**src/rtl/core/chdc_pkg.sv**
```systemverilog
// Shared types, constants and the seed chain for the character hash digest check.
package chdc_pkg;

  localparam int unsigned NumWords  = 16;
  localparam int unsigned WordW     = 16;
  localparam int unsigned DigestW   = 32;
  localparam int unsigned NumDigest = 8;
  localparam int unsigned RefW      = 64;
  localparam int unsigned NumRefs   = 4;
  localparam int unsigned MacRot    = 5;
  localparam int unsigned DigestRot = 5;

  localparam logic [WordW-1:0] SeedFirst = 16'h6c69;
  localparam logic [WordW-1:0] SeedMul   = 16'h9E37;

  typedef logic [WordW-1:0] word_t;

  // Seed chain: w[0] = SeedFirst, w[i] = w[i-1] * SeedMul + i (mod 2^16).
  function automatic logic [NumWords-1:0][WordW-1:0] seed_chain();
    logic [NumWords-1:0][WordW-1:0] s;
    logic [31:0]                    p;
    s[0] = SeedFirst;
    for (int i = 1; i < NumWords; i++) begin
      p    = 32'(s[i-1]) * 32'(SeedMul) + 32'(i);
      s[i] = p[WordW-1:0];
    end
    return s;
  endfunction

  localparam logic [NumWords-1:0][WordW-1:0] SeedWords = seed_chain();

  // Operation of the shared mixing unit.
  typedef enum logic {
    UNIT_MIX = 1'b0,
    UNIT_MAC = 1'b1
  } unit_op_e;

  // Update applied to the word ring when it registers its next state.
  typedef enum logic [2:0] {
    RING_HOLD   = 3'd0,
    RING_SHIFT1 = 3'd1,
    RING_SHIFT4 = 3'd2,
    RING_DROP   = 3'd3,
    RING_SEED   = 3'd4
  } ring_op_e;

  typedef struct packed {
    ring_op_e op;
    word_t    mix_word;
    word_t    mac_first;
    word_t    mac_fourth;
  } ring_ctrl_t;

  typedef struct packed {
    word_t w0;
    word_t w1;
    word_t w2;
    word_t w3;
    word_t w7;
    word_t w8;
  } ring_taps_t;

endpackage

```
**src/rtl/core/chdc_mix_unit.sv**
```systemverilog
// Shared mixing unit: xor/shift scramble, one rotator, 16x16 multiply-add.
module chdc_mix_unit (
  input  chdc_pkg::unit_op_e op_i,
  input  chdc_pkg::ring_taps_t taps_i,
  input  chdc_pkg::word_t    char_i,
  input  logic [3:0]         rot_amt_i,
  output chdc_pkg::word_t    main_o,
  output chdc_pkg::word_t    rot_o
);

  chdc_pkg::word_t x;
  chdc_pkg::word_t scr;
  chdc_pkg::word_t rot_in;
  logic [3:0]      amt;
  logic [31:0]     rot_wide;
  logic [31:0]     prod;
  logic [15:0]     mac_sum;

  assign x   = taps_i.w0 ^ char_i;
  assign scr = x ^ ((x >> 4) ^ (x << 3) ^ (x << 7) ^ (x >> 8));

  // One rotator serves both passes.
  assign rot_in   = (op_i == chdc_pkg::UNIT_MIX) ? scr : taps_i.w3;
  assign amt      = (op_i == chdc_pkg::UNIT_MIX) ? rot_amt_i : 4'(chdc_pkg::MacRot);
  assign rot_wide = {rot_in, rot_in} << amt;
  assign rot_o    = rot_wide[31:16];

  assign prod    = 32'(taps_i.w2) * 32'(taps_i.w3);
  assign mac_sum = (taps_i.w0 ^ taps_i.w1) + prod[15:0];

  assign main_o = (op_i == chdc_pkg::UNIT_MIX) ? (rot_o ^ taps_i.w7) : mac_sum;

endmodule

```
**src/rtl/core/chdc_word_ring.sv**
```systemverilog
// Sixteen-word hash state held as a rotating ring with fixed read taps.
module chdc_word_ring (
  input  logic                 clk_i,
  input  logic                 rst_ni,
  input  chdc_pkg::ring_ctrl_t ctrl_i,
  output chdc_pkg::ring_taps_t taps_o
);

  chdc_pkg::word_t ring_q [chdc_pkg::NumWords];
  chdc_pkg::word_t ring_d [chdc_pkg::NumWords];

  always_comb begin
    for (int k = 0; k < chdc_pkg::NumWords; k++) begin
      ring_d[k] = ring_q[k];
    end
    case (ctrl_i.op)
      chdc_pkg::RING_SHIFT1: begin
        // Advance one word; the fresh word enters at the tail.
        for (int k = 0; k < chdc_pkg::NumWords - 1; k++) begin
          ring_d[k] = ring_q[k+1];
        end
        ring_d[chdc_pkg::NumWords-1] = ctrl_i.mix_word;
      end
      chdc_pkg::RING_SHIFT4: begin
        // Advance one group of four; the updated group enters at the tail.
        for (int k = 0; k < chdc_pkg::NumWords - 4; k++) begin
          ring_d[k] = ring_q[k+4];
        end
        ring_d[chdc_pkg::NumWords-4] = ctrl_i.mac_first;
        ring_d[chdc_pkg::NumWords-3] = ring_q[1];
        ring_d[chdc_pkg::NumWords-2] = ring_q[2];
        ring_d[chdc_pkg::NumWords-1] = ctrl_i.mac_fourth;
      end
      chdc_pkg::RING_DROP: begin
        for (int k = 0; k < chdc_pkg::NumWords - 1; k++) begin
          ring_d[k] = ring_q[k+1];
        end
        ring_d[chdc_pkg::NumWords-1] = ring_q[0];
      end
      chdc_pkg::RING_SEED: begin
        for (int k = 0; k < chdc_pkg::NumWords; k++) begin
          ring_d[k] = chdc_pkg::SeedWords[k];
        end
      end
      default: begin
      end
    endcase
  end

  always_ff @(posedge clk_i or negedge rst_ni) begin
    if (!rst_ni) begin
      for (int k = 0; k < chdc_pkg::NumWords; k++) begin
        ring_q[k] <= chdc_pkg::SeedWords[k];
      end
    end else begin
      for (int k = 0; k < chdc_pkg::NumWords; k++) begin
        ring_q[k] <= ring_d[k];
      end
    end
  end

  assign taps_o.w0 = ring_q[0];
  assign taps_o.w1 = ring_q[1];
  assign taps_o.w2 = ring_q[2];
  assign taps_o.w3 = ring_q[3];
  assign taps_o.w7 = ring_q[7];
  assign taps_o.w8 = ring_q[8];

endmodule

```
**src/rtl/core/char_hash_digest_check.sv**
```systemverilog
// Top level: character hash absorber with digest output and reference compare.
//
//  Channel   Direction  Handshake                   Payload
//  s_axis    in         s_axis_tvalid/s_axis_tready tdata[15:0] character, tlast last_char
//  m_axis    out        m_axis_tvalid/m_axis_tready tdata[31:0] digest_word,
//                                                   tdata[34:32] word_index,
//                                                   tlast last_word, tuser match
//  cfg       in         cfg_we_i                    cfg_idx_i register, cfg_data_i value
//
//  Each character passes through the shared mixing unit as 16 word updates
//  (one ring step each) followed by 4 multiply-add groups; the block is not
//  ready during that time and takes no new character until it is through with
//  the last one. A final character then emits 8 digest items, one
//  per cycle while m_axis_tready is high, and the state is reseeded on the
//  last one. Reset loads the seed chain and clears the reference registers.
module char_hash_digest_check (
  input  logic        clk_i,
  input  logic        rst_ni,
  // stream in
  input  logic        s_axis_tvalid,
  output logic        s_axis_tready,
  input  logic [15:0] s_axis_tdata,   // [15:0] character
  input  logic        s_axis_tlast,   // last_char
  // stream out
  output logic        m_axis_tvalid,
  input  logic        m_axis_tready,
  output logic [39:0] m_axis_tdata,   // [31:0] digest_word, [34:32] word_index, rest zero
  output logic        m_axis_tlast,   // last_word
  output logic        m_axis_tuser,   // match
  // configuration write port
  input  logic        cfg_we_i,
  input  logic [1:0]  cfg_idx_i,
  input  logic [63:0] cfg_data_i
);

  typedef enum logic [3:0] {
    ST_IDLE = 4'b0001,
    ST_MIX  = 4'b0010,
    ST_MAC  = 4'b0100,
    ST_EMIT = 4'b1000
  } state_e;

  state_e state_q, state_d;
  logic [3:0]                 cnt_q, cnt_d;
  chdc_pkg::word_t            char_q;
  logic                       last_q;
  logic                       diff_q, diff_d;
  logic [chdc_pkg::RefW-1:0]  ref_q [chdc_pkg::NumRefs];

  chdc_pkg::ring_ctrl_t ring_ctrl;
  chdc_pkg::ring_taps_t taps;
  chdc_pkg::unit_op_e   unit_op;
  chdc_pkg::word_t      unit_main;
  chdc_pkg::word_t      unit_rot;

  logic                           in_acc;
  logic                           out_acc;
  logic [chdc_pkg::DigestW-1:0]   joined;
  logic [chdc_pkg::DigestW-1:0]   digest;
  logic [chdc_pkg::RefW-1:0]      ref_pair;
  logic [chdc_pkg::DigestW-1:0]   ref_word;
  logic                           word_neq;
  logic [2:0]                     word_idx;

  assign in_acc  = s_axis_tvalid && s_axis_tready;
  assign out_acc = m_axis_tvalid && m_axis_tready;

  // Shared unit works on the ring head; rotate amount is the word position.
  assign unit_op = (state_q == ST_MAC) ? chdc_pkg::UNIT_MAC : chdc_pkg::UNIT_MIX;

  chdc_mix_unit u_mix (
    .op_i      (unit_op),
    .taps_i    (taps),
    .char_i    (char_q),
    .rot_amt_i (cnt_q),
    .main_o    (unit_main),
    .rot_o     (unit_rot)
  );

  chdc_word_ring u_ring (
    .clk_i  (clk_i),
    .rst_ni (rst_ni),
    .ctrl_i (ring_ctrl),
    .taps_o (taps)
  );

  // Digest word i joins words i and i+8, which sit at ring taps 0 and 8 while
  // the ring steps one word per emitted item.
  assign word_idx = cnt_q[2:0];
  assign joined   = {taps.w0, taps.w8};
  assign digest   = {joined[chdc_pkg::DigestW-1-chdc_pkg::DigestRot:0],
                     joined[chdc_pkg::DigestW-1:chdc_pkg::DigestW-chdc_pkg::DigestRot]};
  assign ref_pair = ref_q[word_idx[2:1]];
  assign ref_word = word_idx[0] ? ref_pair[31:0] : ref_pair[63:32];
  assign word_neq = |(digest ^ ref_word);

  always_comb begin
    state_d              = state_q;
    cnt_d                = cnt_q;
    diff_d               = diff_q;
    ring_ctrl.op         = chdc_pkg::RING_HOLD;
    ring_ctrl.mix_word   = unit_main;
    ring_ctrl.mac_first  = unit_main;
    ring_ctrl.mac_fourth = unit_rot;
    case (state_q)
      ST_IDLE: begin
        if (in_acc) begin
          state_d = ST_MIX;
          cnt_d   = '0;
        end
      end
      ST_MIX: begin
        ring_ctrl.op = chdc_pkg::RING_SHIFT1;
        cnt_d        = cnt_q + 4'd1;
        if (cnt_q == 4'(chdc_pkg::NumWords - 1)) begin
          state_d = ST_MAC;
          cnt_d   = '0;
        end
      end
      ST_MAC: begin
        ring_ctrl.op = chdc_pkg::RING_SHIFT4;
        cnt_d        = cnt_q + 4'd1;
        if (cnt_q == 4'(chdc_pkg::NumWords / 4 - 1)) begin
          cnt_d   = '0;
          diff_d  = 1'b0;
          state_d = last_q ? ST_EMIT : ST_IDLE;
        end
      end
      ST_EMIT: begin
        if (out_acc) begin
          ring_ctrl.op = chdc_pkg::RING_DROP;
          diff_d       = diff_q | word_neq;
          cnt_d        = cnt_q + 4'd1;
          if (cnt_q == 4'(chdc_pkg::NumDigest - 1)) begin
            // Digest done: reload the seed chain for the next message.
            ring_ctrl.op = chdc_pkg::RING_SEED;
            cnt_d        = '0;
            state_d      = ST_IDLE;
          end
        end
      end
      default: begin
        state_d = ST_IDLE;
      end
    endcase
  end

  always_ff @(posedge clk_i or negedge rst_ni) begin
    if (!rst_ni) begin
      state_q <= ST_IDLE;
      cnt_q   <= '0;
      diff_q  <= 1'b0;
      last_q  <= 1'b0;
      for (int k = 0; k < chdc_pkg::NumRefs; k++) begin
        ref_q[k] <= '0;
      end
    end else begin
      state_q <= state_d;
      cnt_q   <= cnt_d;
      diff_q  <= diff_d;
      if (in_acc) begin
        last_q <= s_axis_tlast;
      end
      if (cfg_we_i) begin
        ref_q[cfg_idx_i] <= cfg_data_i;
      end
    end
  end

  // Hold the character for the whole pass.
  always_ff @(posedge clk_i) begin
    if (in_acc) begin
      char_q <= s_axis_tdata;
    end
  end

  assign s_axis_tready = (state_q == ST_IDLE);
  assign m_axis_tvalid = (state_q == ST_EMIT);
  assign m_axis_tdata  = {5'd0, word_idx, digest};
  assign m_axis_tlast  = (word_idx == 3'(chdc_pkg::NumDigest - 1));
  // Match covers every byte of every word, so its timing is data independent.
  assign m_axis_tuser  = m_axis_tlast && !(diff_q || word_neq);

endmodule

```
**config.mk**
```make
export PLATFORM = sky130hd
export DESIGN_NAME = char_hash_digest_check
export DESIGN_NICKNAME = d
export VERILOG_FILES = /design/src/rtl/core/chdc_pkg.sv /design/src/rtl/core/chdc_mix_unit.sv /design/src/rtl/core/chdc_word_ring.sv /design/src/rtl/core/char_hash_digest_check.sv
export SDC_FILE = /design/constraint.sdc
export NUM_CORES = 1
export LEC_CHECK = 0
export ABC_AREA = 0
export CAP_MARGIN = 15
export CORE_UTILIZATION = 63
export DETAILED_ROUTE_END_ITERATION = 10
export DONT_BUFFER_PORTS = 1
export GPL_ROUTABILITY_DRIVEN = 0
export PLACE_DENSITY_LB_ADDON = 0.05
export SETUP_SLACK_MARGIN = 0.4
export SLEW_MARGIN = 20
export SYNTH_ARGS = -nofsm -noshare
export SYNTH_HDL_FRONTEND = slang
export SYNTH_HIERARCHICAL = 1
export SYNTH_SLANG_ARGS = --single-unit
```
**constraint.sdc**
```tcl
create_clock -name clk_i -period 7.2 [get_ports clk_i]
set_input_delay 0.72 -clock clk_i [delete_from_list [all_inputs] [get_ports clk_i]]
set_output_delay 0.72 -clock clk_i [all_outputs]
set_load 0.01 [all_outputs]
```
==> run metrics <==
Synth area leaders=dfrtp_1 29%, dfstp_2 9.6%, mux2_2 9.3%; Post-synth EDFFs=16; Die Span Y=about 240 um; most used cell along the critical path=fa_1; I/O Pins=approximately 130; DR DRC count=0; Crit Path Category=flip-flop to flip-flop; clock slew at reported path FFs=~0.06 ns; CTS tree=built; gr busiest metal=met2; CP Launch Type=flip-flop; register area share after synthesis=0.399; Top FF cell, synth=dfrtp_1; max-slew violations=402; Period minus WS final=around 6.2 ns; initial core utilization=0.638; Hold WS=-0.208 ns; Rows=85; H-Tree Depth=2; grt met1 use=0.468; maxcap violations=0; worst-path cell chain=nand2_1, fa_1, fa_1, inv_1, fa_1, fa_1, fa_1, inv_1, fa_1, inv_1, ha_1, or3_1, o31ai_1, xnor2_1, a211oi_1, o21ai_0, a31oi_1; final worst slack=just over 1 ns; Die ar.=roughly 55000 sq um; initial antenna violation count=0; Total Wirelength=between 90 and 100 mm; NumNets Final=around 3.2k; worst skew pair latency=between 0.6 and 0.7 ns; status=finished, violations left; CP max stage cell=dfrtp_1; Core ar.=about 54000 sq um; via count=roughly 25k; Root Buffer=clkbuf_16; post-synthesis async set-or-reset flop share=0.970; ratio of cells with drive above 1 in the final layout=0.224; Post-CTS Resized=0; # diodes=0; global route overflow=0; tightest slew margin relative to the limit=-1.24; area grow syn2layout=3.97%; endpoints failing setup=0; pin count of the biggest net entering global routing=523; Seq cells post-synth=around 540; mapped cell area=34300 sq um; cell count after synthesis=around 3.2k; Synth top area share=0.289; gr usage total=0.348; post-DR wirelength/cell=between 20 and 30 um; Setup Skew=0.0366 ns; first-pass GRT wire length=150 mm; post-CTS setup repair buffer count=0; Clock Path Buffers=3; post-route ant nets=0; Buffers on Ports=0; Yosys cell types=between 90 and 100; synthesis warning total=6; Hold Path Class=primary input to async pin; chip width=around 240 um; Fin. Hold Viols=38; Pre-antenna DRT Iters=6; met2 usage=0.557; Sinks on Clock Net=538; Least-Margin Pin Slew=3.36 ns; failing checks=negative hold slack, max-slew violations; Crit path largest cell delay=0.72 ns; TritonCTS Buffers=58; unrepaired setup endpoints after global routing=false; cell accounting for the most synthesized area=dfrtp_1; vias per std cell=6.83; Setup TNS=0 ns; vias in the first global route=around 26k; Syn Area/Cell=~11 sq um; initial drt markers=roughly 2.6k; endpoint class of the critical path=flip-flop; Fmax=roughly 160 MHz; crit-path max FO=19; data arrival time of the worst path=around 6.7 ns; met3 global-route usage=0.0607; crit share post-route=0.856; Worst EP required=roughly 7.7 ns; pre-CTS WS=roughly 1.1 ns; Post-DP HPWL=between 60 and 70 mm
-- kinds of logic after synthesis --
logic type / share of synthesized area
DFF: 0.399
xor gates and xnor gates: 0.0388
AOI/OAI and AO/OA: 0.168
muxes: 0.156
other: 0.000109
adders and majority gates: 0.0745
buffers and inverters: 0.0764
and+or+nand+nor: 0.0876
-- flip-flops by register name, indices dropped and copies added (netlist names) --
register       flops
char_q            16
cnt_q              4
diff_q             1
state_q            4
u_ring/taps_o     96
last_q             1
u_ring/ring_q    160
ref_q            256
-- worst paths after layout --
check                                       start                 to  slack, ns  depth (start not counted)
worst max register to register  u_ring/taps_o[33]  u_ring/ring_q[63]       1.03                         17
worst min register to register          ref_q[10]          ref_q[10]       0.50                          1
min in group clk_i                s_axis_tdata[1]          char_q[1]       0.16                          0
max in group asynchronous                  rst_ni  u_ring/taps_o[69]       4.77                          0
worst max-delay path            u_ring/taps_o[33]  u_ring/ring_q[63]       1.03                         17
worst min-delay path                       rst_ni  u_ring/taps_o[92]      -0.21                          0
-- stage by stage --
| step | hold slack [ns] | util | instance area, sq um | std cells |
|---|---|---|---|---|
| 6_report | -0.208 | 0.664 | 35700 | 3721 |
| 5_1_grt | -0.227 | 0.664 | 35700 | 3721 |
| 4_1_cts | -0.234 | 0.663 | 35700 | 3720 |
| 3_5_place_dp | 0.436 | 0.627 | 33700 | 3616 |
| 3_3_place_gp | 0.435 | 0.627 | 33700 | 3616 |
| 2_1_floorplan | 0.424 | - | 34400 | 3230 |
-- layout make-up --
cell class,instances,area [sq um]
Multi-Input combinational cell,2161,18100
Fill cell,4172,18100
Sequential cell,538,13700
Clock buffer,84,1690
Tap cell,696,871
Inverter,177,669
Timing Repair Buffer,45,408
Clock inverter,20,264
-- cells in the mapped netlist, types with 7 or more instances --
| master | number |
|---|---|
| or3_1 | 16 |
| a22oi_1 | 116 |
| o31ai_1 | 9 |
| xnor2_2 | 12 |
| buf_4 | 126 |
| o221a_2 | 22 |
| nor2_1 | 94 |
| mux4_2 | 52 |
| nor2b_1 | 74 |
| nor4_1 | 10 |
| nand2b_1 | 37 |
| o211ai_1 | 26 |
| xor2_1 | 16 |
| edfxtp_1 | 16 |
| o2bb2ai_1 | 18 |
| a221oi_1 | 28 |
| buf_1 | 16 |
| dfstp_2 | 125 |
| mux2_2 | 283 |
| or2_1 | 21 |
| a2bb2oi_1 | 18 |
| a31oi_1 | 52 |
| a221o_1 | 19 |
| xnor2_1 | 90 |
| fa_1 | 94 |
| a21o_1 | 7 |
| dfrtp_1 | 397 |
| ha_1 | 54 |
| nand2_1 | 212 |
| o221ai_1 | 19 |
| and2_1 | 58 |
| a211oi_1 | 20 |
| o22ai_1 | 176 |
| mux2i_1 | 97 |
| a21oi_1 | 64 |
| o21ai_1 | 13 |
| nand3_1 | 15 |
| inv_1 | 172 |
| clkbuf_1 | 142 |
| buf_6 | 9 |
| nor3_1 | 39 |
| buf_2 | 60 |
| o21ai_0 | 175 |
| or2_2 | 10 |
| o21a_1 | 8 |
-- layout by cell type, fill, tap and decap left out, types with 16 or more instances in the layout --
cell | netlist | layout
nor2_1 | 94 | 94
o22ai_1 | 176 | 176
nand2b_1 | 37 | 35
o221ai_1 | 19 | 19
o211ai_1 | 26 | 26
xnor2_1 | 90 | 90
edfxtp_1 | 16 | 16
mux2_2 | 283 | 283
o221a_2 | 22 | 22
a221o_1 | 19 | 19
a31oi_1 | 52 | 52
dfstp_2 | 125 | 125
clkbuf_16 | 0 | 59
or3_1 | 16 | 16
nor3_1 | 39 | 37
nand2_1 | 212 | 211
xor2_1 | 16 | 16
o2bb2ai_1 | 18 | 18
fa_1 | 94 | 94
o21ai_0 | 175 | 175
nor2b_1 | 74 | 72
and2_1 | 58 | 58
dfrtp_1 | 397 | 394
a211oi_1 | 20 | 20
inv_1 | 172 | 172
a2bb2oi_1 | 18 | 18
a221oi_1 | 28 | 28
mux4_2 | 52 | 52
or2_1 | 21 | 20
a21oi_1 | 64 | 64
mux2i_1 | 97 | 97
buf_4 | 126 | 40
ha_1 | 54 | 54
a22oi_1 | 116 | 116
-- metal layers --
metal / wire [um] / vias up
met5: 0 / -
met4: 4120 / 0
met3: 7220 / 219
met2: 45100 / 1114
met1: 39200 / 13000
li1: - / 11100
-- worst max-delay path: cells and delay by family (launching register included) --
family                     cells  cell delay (ns)
AOI/OAI and AO/OA              4             1.25
adders and majority gates      7             3.25
and+or+nand+nor                2             0.54
DFF                            1             0.72
xor gates and xnor gates       1             0.13
buffers and inverters          3             0.15
Power is left out: the tool's default activity adds up to more than one toggle a clock period on the data nets, which glitch-free logic cannot reach.
